$ cat src/rtl/core/assert_macros.svh
// Assertion macros used by the multi-stack unit RTL.
// No dependencies.
`ifndef ASSERT_MACROS_SVH
`define ASSERT_MACROS_SVH

// antecedent implies consequent in the same cycle
`define ASSERT_SAME(label, clk, rst, ante, cons) \
   label: assert property (@(posedge clk) disable iff (rst) (ante) |-> (cons)) \
      else $error("assertion failed");

// antecedent implies consequent in the next cycle
`define ASSERT_NEXT(label, clk, rst, ante, cons) \
   label: assert property (@(posedge clk) disable iff (rst) (ante) |=> (cons)) \
      else $error("assertion failed");

`endif

$ cat src/rtl/core/msa_pkg.sv
// Package for the shared-array multi-stack unit: sizes, transaction types, codes.
// No dependencies.
package msa_pkg;

   localparam int CAPACITY   = 16;
   localparam int MAX_STACKS = 8;
   localparam int ADDR_W     = $clog2(CAPACITY);
   localparam int CNT_W      = $clog2(CAPACITY + 1);
   localparam int IDX_W      = 3;
   localparam int NUM_W      = 4;
   localparam int SUM_W      = CNT_W + IDX_W;
   localparam int ID_W       = 8;
   localparam int NAME_W     = 64;
   localparam int CSR_ADDR_W = 3;
   localparam int CSR_DATA_W = 32;

   localparam logic [CSR_ADDR_W-3:0] REG_NUM_STACKS = '0;
   localparam logic                  OP_PUSH        = 1'b0;
   localparam logic                  OP_POP         = 1'b1;

   typedef enum logic [1:0] {
      ST_OK        = 2'd0,
      ST_FULL      = 2'd1,
      ST_EMPTY     = 2'd2,
      ST_BAD_INDEX = 2'd3
   } status_type;

   typedef enum logic [1:0] {
      S_IDLE,
      S_EVAL,
      S_RESP
   } state_type;

   typedef struct packed {
      logic              operation;
      logic [IDX_W-1:0]  stack_index;
      logic [ID_W-1:0]   entry_id;
      logic [NAME_W-1:0] entry_name;
   } req_type;

   typedef struct packed {
      status_type        status;
      logic [ID_W-1:0]   popped_id;
      logic [NAME_W-1:0] popped_name;
   } rsp_type;

   typedef struct packed {
      logic [ID_W-1:0]   id;
      logic [NAME_W-1:0] name;
   } entry_type;

   typedef struct packed {
      logic load;
      logic eval;
   } ctrl_cmd_type;

   function automatic logic [NUM_W-1:0] eff_stacks(input logic [NUM_W-1:0] num);
      logic [NUM_W-1:0] n;
      n = num;
      if (n == '0) n = NUM_W'(1);
      if (int'(n) > MAX_STACKS) n = NUM_W'(MAX_STACKS);
      if (int'(n) > CAPACITY) n = NUM_W'(CAPACITY);
      return n;
   endfunction

   function automatic logic [CNT_W-1:0] seg_size(input logic [NUM_W-1:0] n);
      logic [CNT_W-1:0] s;
      unique case (n)
         4'd1:    s = CNT_W'(CAPACITY / 1);
         4'd2:    s = CNT_W'(CAPACITY / 2);
         4'd3:    s = CNT_W'(CAPACITY / 3);
         4'd4:    s = CNT_W'(CAPACITY / 4);
         4'd5:    s = CNT_W'(CAPACITY / 5);
         4'd6:    s = CNT_W'(CAPACITY / 6);
         4'd7:    s = CNT_W'(CAPACITY / 7);
         4'd8:    s = CNT_W'(CAPACITY / 8);
         4'd9:    s = CNT_W'(CAPACITY / 9);
         4'd10:   s = CNT_W'(CAPACITY / 10);
         4'd11:   s = CNT_W'(CAPACITY / 11);
         4'd12:   s = CNT_W'(CAPACITY / 12);
         4'd13:   s = CNT_W'(CAPACITY / 13);
         4'd14:   s = CNT_W'(CAPACITY / 14);
         4'd15:   s = CNT_W'(CAPACITY / 15);
         default: s = CNT_W'(CAPACITY);
      endcase
      return s;
   endfunction

endpackage

$ cat src/rtl/core/msa_ctrl.sv
// Controller state machine for the multi-stack unit.
// Depends on msa_pkg.
module msa_ctrl (
   input  logic                  clock,
   input  logic                  reset,
   input  logic                  start,
   output logic                  busy,
   output logic                  rsp_valid,
   output msa_pkg::ctrl_cmd_type cmd
);

   msa_pkg::state_type state_ff, state_in;

   always_ff @(posedge clock) begin
      if (reset) begin
         state_ff <= msa_pkg::S_IDLE;
      end else begin
         state_ff <= state_in;
      end
   end

   always_comb begin
      unique case (state_ff)
         msa_pkg::S_IDLE: begin
            state_in = start ? msa_pkg::S_EVAL : msa_pkg::S_IDLE;
         end
         msa_pkg::S_EVAL: begin
            state_in = msa_pkg::S_RESP;
         end
         msa_pkg::S_RESP: begin
            state_in = start ? msa_pkg::S_EVAL : msa_pkg::S_IDLE;
         end
         default: begin
            state_in = msa_pkg::S_IDLE;
         end
      endcase
   end

   always_comb begin
      busy      = (state_ff == msa_pkg::S_EVAL);
      rsp_valid = (state_ff == msa_pkg::S_RESP);
      cmd.eval  = (state_ff == msa_pkg::S_EVAL);
      cmd.load  = start && !busy;
   end

endmodule

$ cat src/rtl/core/msa_datapath.sv
// Datapath: request register, top counters, shared entry store, result registers.
// Depends on msa_pkg.
module msa_datapath (
   input  logic                              clock,
   input  logic                              reset,
   input  msa_pkg::ctrl_cmd_type             cmd,
   input  msa_pkg::req_type                  req_data,
   input  logic [msa_pkg::NUM_W-1:0]         num_stacks,
   input  logic                              clear_tops,
   output msa_pkg::rsp_type                  rsp_data
);

   localparam int AW = msa_pkg::ADDR_W;
   localparam int CW = msa_pkg::CNT_W;
   localparam int SW = msa_pkg::SUM_W;

   msa_pkg::req_type   req_ff;
   logic [CW-1:0]      count_ff [msa_pkg::MAX_STACKS];
   msa_pkg::entry_type store [msa_pkg::CAPACITY];
   msa_pkg::entry_type rd_data_ff;
   msa_pkg::status_type status_ff, status_in;
   logic               pop_ok_ff, pop_ok_in;

   logic [msa_pkg::NUM_W-1:0] n;
   logic [CW-1:0]             seg;
   logic [CW-1:0]             cnt;
   logic [SW-1:0]             base;
   logic [SW-1:0]             limit;
   logic [SW-1:0]             top;
   logic                      push_ok;
   logic                      is_last;

   always_comb begin
      n       = msa_pkg::eff_stacks(num_stacks);
      seg     = msa_pkg::seg_size(n);
      cnt     = count_ff[req_ff.stack_index];
      base    = SW'(seg) * SW'(req_ff.stack_index);
      is_last = (msa_pkg::NUM_W'(req_ff.stack_index) == n - msa_pkg::NUM_W'(1));
      limit   = is_last ? SW'(msa_pkg::CAPACITY) : base + SW'(seg);
      top     = base + SW'(cnt);
      push_ok   = 1'b0;
      pop_ok_in = 1'b0;
      if (msa_pkg::NUM_W'(req_ff.stack_index) >= n) begin
         status_in = msa_pkg::ST_BAD_INDEX;
      end else if (req_ff.operation == msa_pkg::OP_PUSH) begin
         if (top >= limit) begin
            status_in = msa_pkg::ST_FULL;
         end else begin
            status_in = msa_pkg::ST_OK;
            push_ok   = 1'b1;
         end
      end else begin
         if (cnt == '0) begin
            status_in = msa_pkg::ST_EMPTY;
         end else begin
            status_in = msa_pkg::ST_OK;
            pop_ok_in = 1'b1;
         end
      end
   end

   always_ff @(posedge clock) begin
      if (cmd.load) begin
         req_ff <= req_data;
      end
      if (cmd.eval) begin
         status_ff <= status_in;
         pop_ok_ff <= pop_ok_in;
      end
   end

   always_ff @(posedge clock) begin
      if (cmd.eval && push_ok) begin
         store[top[AW-1:0]] <= '{id: req_ff.entry_id, name: req_ff.entry_name};
      end
      if (cmd.eval && pop_ok_in) begin
         rd_data_ff <= store[top[AW-1:0] - AW'(1)];
      end
   end

   always_ff @(posedge clock) begin
      if (reset || clear_tops) begin
         for (int i = 0; i < msa_pkg::MAX_STACKS; i++) begin
            count_ff[i] <= '0;
         end
      end else if (cmd.eval && push_ok) begin
         count_ff[req_ff.stack_index] <= cnt + CW'(1);
      end else if (cmd.eval && pop_ok_in) begin
         count_ff[req_ff.stack_index] <= cnt - CW'(1);
      end
   end

   always_comb begin
      rsp_data.status      = status_ff;
      rsp_data.popped_id   = pop_ok_ff ? rd_data_ff.id : '0;
      rsp_data.popped_name = pop_ok_ff ? rd_data_ff.name : '0;
   end

endmodule

$ cat src/rtl/core/multi_stack_shared_array_unit.sv
// Multi-stack unit: one shared entry store split into per-stack segments.
// The result is strobed in the respond state, after the evaluate state that
// the accepting edge enters. A new transaction is accepted in respond, not in
// evaluate, around the single store port; busy is high in the evaluate cycle.
// Reset (synchronous, active high): all stacks empty, num_stacks = 1.
// Results are strobed for one cycle; the receiver cannot stall.
`include "assert_macros.svh"

module multi_stack_shared_array_unit (
   input  logic                                 clock,
   input  logic                                 reset,
   input  logic                                 start,
   output logic                                 busy,
   input  msa_pkg::req_type                     req_data,
   output logic                                 rsp_valid,
   output msa_pkg::rsp_type                     rsp_data,
   input  logic                                 psel,
   input  logic                                 penable,
   input  logic                                 pwrite,
   input  logic [msa_pkg::CSR_ADDR_W-1:0]       paddr,
   input  logic [msa_pkg::CSR_DATA_W-1:0]       pwdata,
   output logic [msa_pkg::CSR_DATA_W-1:0]       prdata,
   output logic                                 pready
);

   localparam int AW = msa_pkg::CSR_ADDR_W;

   msa_pkg::ctrl_cmd_type        cmd;
   logic [msa_pkg::NUM_W-1:0]    num_stacks_ff;
   logic                         reg_sel;
   logic                         csr_wr;
   logic                         rsp_fail;
   logic                         rsp_blank;

   assign pready  = 1'b1;
   assign reg_sel = (paddr[AW-1:2] == msa_pkg::REG_NUM_STACKS);
   assign csr_wr  = psel && penable && pwrite && reg_sel;

   always_ff @(posedge clock) begin
      if (reset) begin
         num_stacks_ff <= msa_pkg::NUM_W'(1);
      end else if (csr_wr) begin
         num_stacks_ff <= pwdata[msa_pkg::NUM_W-1:0];
      end
   end

   assign prdata = reg_sel ? msa_pkg::CSR_DATA_W'(num_stacks_ff) : '0;

   msa_ctrl u_ctrl (
      .clock     (clock),
      .reset     (reset),
      .start     (start),
      .busy      (busy),
      .rsp_valid (rsp_valid),
      .cmd       (cmd)
   );

   msa_datapath u_datapath (
      .clock      (clock),
      .reset      (reset),
      .cmd        (cmd),
      .req_data   (req_data),
      .num_stacks (num_stacks_ff),
      .clear_tops (csr_wr),
      .rsp_data   (rsp_data)
   );

   assign rsp_fail  = rsp_valid && (rsp_data.status != msa_pkg::ST_OK);
   assign rsp_blank = (rsp_data.popped_id == '0) && (rsp_data.popped_name == '0);

   `ASSERT_NEXT(a_eval_then_resp, clock, reset, busy, rsp_valid && !busy)
   `ASSERT_NEXT(a_accept_goes_busy, clock, reset, start && !busy, busy)
   `ASSERT_SAME(a_fail_no_data, clock, reset, rsp_fail, rsp_blank)
   `ASSERT_NEXT(a_single_strobe, clock, reset, rsp_valid, !rsp_valid)

endmodule

$ cat config.mk
export PLATFORM = sky130hd
export DESIGN_NAME = multi_stack_shared_array_unit
export DESIGN_NICKNAME = d
export VERILOG_FILES = /design/src/rtl/core/msa_pkg.sv /design/src/rtl/core/msa_ctrl.sv /design/src/rtl/core/msa_datapath.sv /design/src/rtl/core/multi_stack_shared_array_unit.sv
export VERILOG_INCLUDE_DIRS = /design/src /design/src/rtl/core
export SDC_FILE = /design/constraint.sdc
export NUM_CORES = 1
export LEC_CHECK = 0
export BUFFER_PORTS_ARGS = -buffer_cell sky130_fd_sc_hd__buf_2
export CAP_MARGIN = 20
export CORE_UTILIZATION = 50
export CTS_BUF_LIST = sky130_fd_sc_hd__clkbuf_8
export DETAILED_ROUTE_END_ITERATION = 6
export GPL_TIMING_DRIVEN = 0
export PLACE_DENSITY = 0.67
export SYNTH_ARGS = -nofsm -noshare
export SYNTH_HDL_FRONTEND = slang
export SYNTH_SLANG_ARGS = --single-unit
$ cat constraint.sdc
create_clock -name clock -period 18.3 [get_ports clock]
set_input_delay 1.83 -clock clock [delete_from_list [all_inputs] [get_ports clock]]
set_output_delay 1.83 -clock clock [all_outputs]
set_load 0.01 [all_outputs]
==> results of run 1 <==
stage by stage:
step                      area, sq um  hold WS, ns  cells  utilization [%]  setup slack, ns
after floorplan                 53000        0.418   2534                -            10.52
after global routing            60100        0.498   4480             57.6             9.02
after global placement          55500        0.430   4080             53.3             7.13
final                           60100        0.468   4482             57.7             9.51
after detailed placement        56300        0.469   4110             54.0             9.69
after CTS                       60000        0.477   4472             57.6             9.60
worst max-delay path by stage:
stage                           from                  endpoint  slack, ns  depth (start not counted)
finish              num_stacks_ff[3]  u_datapath.store[15][65]       9.51                         28
global route        num_stacks_ff[3]  u_datapath.store[15][36]       9.02                         28
CTS                 num_stacks_ff[3]  u_datapath.store[15][36]       9.60                         28
detailed placement  num_stacks_ff[3]  u_datapath.store[15][65]       9.69                         28
global placement    num_stacks_ff[3]  u_datapath.store[13][65]       7.13                         27
floorplan           num_stacks_ff[3]    u_datapath.store[0][0]      10.52                         26
critical path, delay by kind of cell (launching register included):
kind	cells	cell delay, ns
AO/OA/AOI/OAI	5	0.99
XOR/XNOR	2	0.52
adder cells (fa/ha/maj)	6	2.01
buffers and inverters	5	1.14
flip-flops	1	0.31
AND/OR/NAND/NOR	10	3.39
report_power, final:
group / internal, W / switching, W
sequential: 0.00349 / 0.0000437
combinational: 0.000580 / 0.000840
clock: 0.00114 / 0.00113
sequential cells by signal, indices dropped and copies added, names as in the netlist, named ones only:
signal                 cells
u_datapath.pop_ok_ff       1
u_ctrl.state_ff            2
u_datapath.rd_data_ff     72
num_stacks_ff              4
u_datapath.req_ff         76
u_datapath.count_ff       40
u_datapath.store        1152
u_datapath.status_ff       2
routing by layer:
| layer | wire (um) | GRT usage (%) | vias to the layer above |
|---|---|---|---|
| met2 | 58600 | 36.4 | 1244 |
| met5 | 0 | 0 | - |
| met3 | 9710 | 5.20 | 204 |
| li1 | - | - | 11100 |
| met1 | 49400 | 31.4 | 13700 |
| met4 | 2900 | 7.33 | 0 |
logic make-up (layout without fill, tap and decap cells):
family	after synthesis	count (layout)	synth area share (%)
AOI/OAI and AO/OA	201	201	2.47
xor gates and xnor gates	21	21	0.348
adders and majority gates	50	50	1.28
buffers and inverters	180	745	1.55
DFF	1352	1352	76.6
muxes	381	381	14.3
other	2	32	0.0142
and+or+nand+nor	320	320	3.40
cell usage after synthesis, types with 29 or more instances:
library cell | count | share of area [%]
a211oi_1 | 74 | 1.1
a21oi_1 | 83 | 0.79
and2_1 | 85 | 1.0
buf_4 | 29 | 0.41
clkbuf_1 | 87 | 0.62
edfxtp_1 | 1343 | 76
ha_1 | 43 | 1.0
mux2i_1 | 77 | 1.5
mux4_2 | 298 | 13
nand2_1 | 32 | 0.23
nor2_1 | 44 | 0.31
nor2b_1 | 81 | 0.96
final cells by class:
type                            count  area, sq um  share of cell area (%)
Multi-Input combinational cell   1002        11700                    19.5
Buffer                            154          722                    1.20
Clock inverter                    150          782                    1.30
Inverter                           26          103                   0.171
Timing Repair Buffer              203         1610                    2.68
Sequential cell                  1352        40500                    67.4
Clock buffer                      212         2920                    4.86
Antenna cell                        3         7.51                  0.0125
Tap cell                         1380         1730                    2.87
==> impl_results.rst, run 1 <==
.. list-table::
   :header-rows: 1

   * - Metric
     - Value
   * - Part of the cycle the worst path needs
     - around half
   * - Sequential area share after synthesis
     - approximately three quarters
   * - Post-CTS Hold Buffers
     - 0
   * - Total CTS buffers
     - 207
   * - Tightest Hold Check Type
     - reg2reg
   * - Max H-tree Level
     - 4
   * - Maximum fanout encountered on the critical timing path
     - 43
   * - Total I/O pin count
     - 226
   * - FILL cells
     - approximately 7.6k
   * - Number of maximum-capacitance constraint violations
     - 0
   * - Count of nets left with antenna violations after detail routing
     - 0
   * - Die outline height
     - roughly 330 um
   * - DP HPWL
     - about 71000 um
   * - Most frequent standard cell in the layout excluding fill and tap cells
     - edfxtp_1
   * - WL/cell
     - 26.9 um
   * - Highest-count cells in the layout ignoring fill and taps
     - edfxtp_1, mux4_2, clkbuf_8, buf_2, inv_1
   * - CP Data Required Time
     - between 15 and 20 ns
   * - TritonCTS clock tree
     - yes
   * - Post-synth top flop
     - edfxtp_1
   * - Launching element type of the critical path
     - flop
   * - All-Layer GR Usage
     - 22.8%
   * - Count of buffers added by post-CTS timing repair for setup
     - 0
   * - End point of the most critical hold path
     - u_ctrl.state_ff[0]
   * - Final Total Pwr
     - 0.00722 W
   * - Final routed wirelength across all metal layers
     - 121000 um
   * - Die width
     - 327 um
   * - Max VDD drop
     - 0.0000626 V
   * - Cell count of the worst reg-to-reg path
     - 28
   * - Critical path class
     - reg2reg
   * - Largest net degree at the start of global routing
     - 54
   * - Clock-pin slew on the worst setup and hold paths
     - about 0.060 ns
   * - Number of instances in the synthesized netlist
     - 2507
   * - TritonRoute pass-1 iters
     - 5
   * - Wire length of the first global-routing pass
     - 176000 um
   * - Worst clock skew on the final layout
     - 0.0567 ns
   * - Hold Crit Depth
     - 1
   * - Worst skew pair latency
     - 0.89 ns
   * - Post-synth EDFFs
     - 1343
   * - Quantity of gates resized following cts
     - 0
   * - Total via count in the routed design
     - 26.3k
   * - Final period demand of the worst path
     - 8.79 ns
   * - Launch instance of the worst min-delay path
     - u_ctrl.state_ff[0]
   * - Flip-flop and latch count after synthesis
     - 1352
   * - Critical-path top delay cell
     - nor3_2
   * - Post-synthesis cell area
     - 0.0529 sq mm
   * - Max Slew Vio Count
     - 0
   * - Standard-cell row count
     - 118
   * - Measured slew at the worst slew-check pin
     - 1.14 ns
   * - Number of buffers on the longest clock path
     - 3
   * - Remaining Overflow, GRT
     - 0
   * - Critical path data arrival time
     - slightly above 9 ns
   * - Effective utilization at floorplan
     - roughly 50%
   * - Final Hold Vio Count
     - 0
   * - Number of global-route vias before repair
     - roughly 27k
   * - Vias per cell
     - 5.87
   * - Most prevalent standard cell on the critical path
     - ha_1
   * - Capturing point of the worst reg2reg path
     - u_datapath.store[15][65]
   * - Full die area
     - roughly 0.11 sq mm
   * - Slew headroom
     - around a quarter
   * - Mean Syn Cell Area
     - 21.1 sq um
   * - Antenna violations before repair
     - 3
   * - Total power density per cell area
     - 120 mW/mm^2
   * - DRC errors left
     - 0
   * - Number of nets in the layout
     - 3113
   * - Post-synth ARST share
     - 0%
   * - Total negative slack for setup checks
     - 0 ns
   * - Total leakage power
     - 19.8 nW
   * - Clock tree root buffer cell
     - clkbuf_8
   * - Layout overhead on the synthesized area
     - 13.7%
   * - Max frequency
     - 0.114 GHz
   * - Floorplan core area
     - 0.104 sq mm
   * - Result of the run
     - completed
   * - Count of distinct cell types in the synthesized netlist
     - 57
   * - YS warnings
     - 0
   * - Reg-to-Reg Start
     - num_stacks_ff[3]
   * - Final Wtd Congestion
     - 0.822
   * - Number of buffers added on ports
     - 166
   * - Detailed router's first-iteration violation count
     - around 2.7k
   * - Slowest stage delay, CP
     - roughly 0.90 ns
   * - Sinks on the clock net
     - 1352
   * - Endpoints failing setup
     - 0
   * - Ratio of cells with drive above 1 in the final layout
     - 26.7%
   * - Critical Path End Type
     - flop
   * - Minimum setup slack among reg-to-reg paths
     - 9.51 ns
   * - Unrepaired setup endpoints after global routing
     - false
(Power assumes the default switching activity.)
==> inputs of run 2 (changes only) <==
clock period = 9 ns   (was 18.3 ns; I/O delays follow)
==> run 2 against run 1 <==
  * Sequential share of layout area about the same
  * Via count down 0.16%
  * Sequential cell count unchanged
  * Utilization about the same
  * Largest power group unchanged
==> impl_results.rst, run 2 (synthesis results as in run 1) <==
.. list-table::
   :header-rows: 1

   * - Metric
     - Value
   * - Sinks on the clock net
     - 1352 (unchanged)
   * - Post-CTS Hold Buffers
     - 0 (unchanged)
   * - Measured slew at the worst slew-check pin
     - 1.15 ns (+0.00764 ns)
   * - Total CTS buffers
     - 207 (unchanged)
   * - Critical path class
     - reg2reg
   * - Final Hold Vio Count
     - 0 (unchanged)
   * - WL/cell
     - 27.0 um (about the same)
   * - Final routed wirelength across all metal layers
     - 121000 um (about the same)
   * - Sequential Power Share
     - 48.9% (about the same)
   * - Combinational share of power
     - 19.7% (about the same)
   * - Floorplan core area
     - 0.104 sq mm (unchanged)
   * - Clk pwr share
     - 31.4% (about the same)
   * - Final period demand of the worst path
     - 8.43 ns (-0.363 ns)
   * - Clock-pin slew on the worst setup and hold paths
     - 0.06 ns (about the same)
   * - Switching portion of total power
     - 27.9% (+0.037 points)
   * - Number of maximum-capacitance constraint violations
     - 0 (unchanged)
   * - Part of the cycle the worst path needs
     - 93.6% (+46 points)
   * - Worst clock skew on the final layout
     - 0.0598 ns (+0.00309 ns)
   * - Result of the run
     - completed
   * - Number of nets in the layout
     - 3113 (unchanged)
   * - Layout overhead on the synthesized area
     - 13.7% (about the same)
   * - Most frequent standard cell in the layout excluding fill and tap cells
     - edfxtp_1
   * - Die outline height
     - 327 um (unchanged)
   * - FILL cells
     - 7607 (+0.039%)
   * - Largest net degree at the start of global routing
     - 54 (unchanged)
   * - Area used by multi-input combinational logic
     - 0.0117 sq mm (about the same)
   * - TritonRoute pass-1 iters
     - 5 (unchanged)
   * - Tightest Hold Check Type
     - in2reg
   * - Count of nets left with antenna violations after detail routing
     - 0 (unchanged)
   * - Launching element type of the critical path
     - flop
   * - Total I/O pin count
     - 226 (unchanged)
   * - Slew headroom
     - 23.4% (-0.51 points)
   * - Max Slew Vio Count
     - 0 (unchanged)
   * - Final Wtd Congestion
     - 0.822 (unchanged)
   * - Wire length of the first global-routing pass
     - 176000 um (unchanged)
   * - Cell-internal power
     - 0.0106 W (+100%)
   * - Remaining Overflow, GRT
     - 0 (unchanged)
   * - Critical path data arrival time
     - 8.94 ns (-0.36 ns)
   * - Standard-cell row count
     - 118 (unchanged)
   * - Vias per cell
     - 5.86 (-0.12%)
   * - All-Layer GR Usage
     - 22.8% (unchanged)
   * - Maximum fanout encountered on the critical timing path
     - 43 (unchanged)
   * - Number of buffers added on ports
     - 166 (unchanged)
   * - Critical Path End Type
     - flop
   * - Count of buffers added by post-CTS timing repair for setup
     - 0 (unchanged)
   * - Total power density per cell area
     - 244 mW/mm^2 (+100%)
   * - Sequential cell area
     - 0.0405 sq mm (unchanged)
   * - TritonCTS clock tree
     - yes
   * - Worst skew pair latency
     - 0.89 ns (about the same)
   * - DRC errors left
     - 0 (unchanged)
   * - Number of global-route vias before repair
     - 27.4k (unchanged)
   * - Detailed router's first-iteration violation count
     - 2752 (+2.8%)
   * - Endpoints failing setup
     - 0 (unchanged)
   * - Max VDD drop
     - 0.000127 V (+100%)
   * - Max frequency
     - 0.119 GHz (+4.3%)
   * - Number of buffers on the longest clock path
     - 3 (unchanged)
   * - Flip-flop count of the largest register, all copies and words added
     - 1152 (unchanged)
   * - Clock tree root buffer cell
     - clkbuf_8
   * - Unrepaired setup endpoints after global routing
     - false
   * - Ratio of cells with drive above 1 in the final layout
     - 26.7% (+0.032 points)
   * - Fin Hold WS
     - 0.199 ns (-0.269 ns)
   * - Total negative slack for setup checks
     - 0 ns (unchanged)
   * - Effective utilization at floorplan
     - 50.7% (unchanged)
   * - Total via count in the routed design
     - 26.3k (-0.16%)
   * - Switching component of the power
     - 0.00409 W (+100%)
   * - Die width
     - 327 um (unchanged)
   * - Highest-count cells in the layout ignoring fill and taps
     - edfxtp_1, mux4_2, clkbuf_8, buf_2, inv_1
   * - Full die area
     - 0.107 sq mm (unchanged)
   * - Antenna violations before repair
     - 3 (unchanged)
   * - CP Data Required Time
     - 9.51 ns (-9.30 ns)
   * - DP HPWL
     - 71400 um (unchanged)
   * - Max H-tree Level
     - 4 (unchanged)
   * - Total leakage power
     - 19.8 nW (about the same)
-- run 2: worst paths after layout --
path,slack [ns],end,cells after the start,from
setup / recovery,0.57,u_datapath.store[15][65],27,num_stacks_ff[3]
hold / removal,0.20,u_datapath.req_ff[75],1,req_data[75]
setup reg to reg,0.57,u_datapath.store[15][65],27,num_stacks_ff[3]
hold reg to reg,0.47,u_ctrl.state_ff[0],1,u_ctrl.state_ff[0]
-- run 2: stage by stage --
stage / area, sq um / std cells / setup WS [ns] / utilization (%) / power (W)
after floorplan: 53000 / 2534 / 1.22 / - / 0.00915
after global placement: 55500 / 4080 / -2.17 / 53.3 / 0.0101
after detailed placement: 56300 / 4110 / 0.392 / 54.0 / 0.0102
after CTS: 60000 / 4472 / 0.298 / 57.6 / 0.0148
after global routing: 60100 / 4480 / 0.116 / 57.7 / 0.0152
final: 60100 / 4480 / 0.573 / 57.7 / 0.0147
-- run 2: repair_timing --
action,4_1_cts,5_1_grt
resized for setup,0,2
endpoints found under the setup margin,0,385
endpoints found under the hold margin,0,0
-- run 2: worst max-delay path, stage by stage (launching register included) --
cell	delay (ns)
dfxtp_1	0.33
clkbuf_1	0.37
inv_1	0.17
a21oi_1	0.34
inv_1	0.15
ha_1	0.22
nor2b_1	0.14
a211oi_1	0.43
a21oi_1	0.15
and2_1	0.21
ha_1	0.20
ha_1	0.25
fa_1	0.48
xor2_1	0.33
ha_1	0.28
nor3_1	0.09
nor2_1	0.15
nand4_1	0.13
xnor2_1	0.19
nand2_1	0.07
ha_1	0.31
and2_1	0.18
a221oi_1	0.26
o21ai_0	0.33
nor3_4	0.63
clkbuf_1	0.41
and3_4	0.88
buf_16	0.31
-- run 2: power groups by stage --
| stage | Combinational [W] | Sequential (W) | Clock, W |
|---|---|---|---|
| global route | 0.00307 | 0.00719 | 0.00495 |
| finish | 0.00289 | 0.00718 | 0.00461 |
| floorplan | 0.00187 | 0.00727 | 0 |
| global placement | 0.00280 | 0.00730 | 0 |
| detailed placement | 0.00288 | 0.00731 | 0 |
| CTS | 0.00289 | 0.00718 | 0.00469 |
-- run 2: cell type report --
| cell class | count | share of cell area, % |
|---|---|---|
| Tap cell | 1380 | 2.87 |
| Multi-Input combinational cell | 1002 | 19.5 |
| Inverter | 26 | 0.171 |
| Clock inverter | 150 | 1.30 |
| Antenna cell | 1 | 0.00416 |
| Clock buffer | 212 | 4.85 |
| Timing Repair Buffer | 203 | 2.68 |
| Buffer | 154 | 1.20 |
| Sequential cell | 1352 | 67.4 |
-- run 2: per-layer routing --
metal	vias to the layer above	part of all wire, %	track usage [%]
li1	11100	-	-
met1	13700	41	31.4
met2	1176	48	36.4
met3	214	8.2	5.20
met4	6	2.6	7.33
met5	-	0.041	0
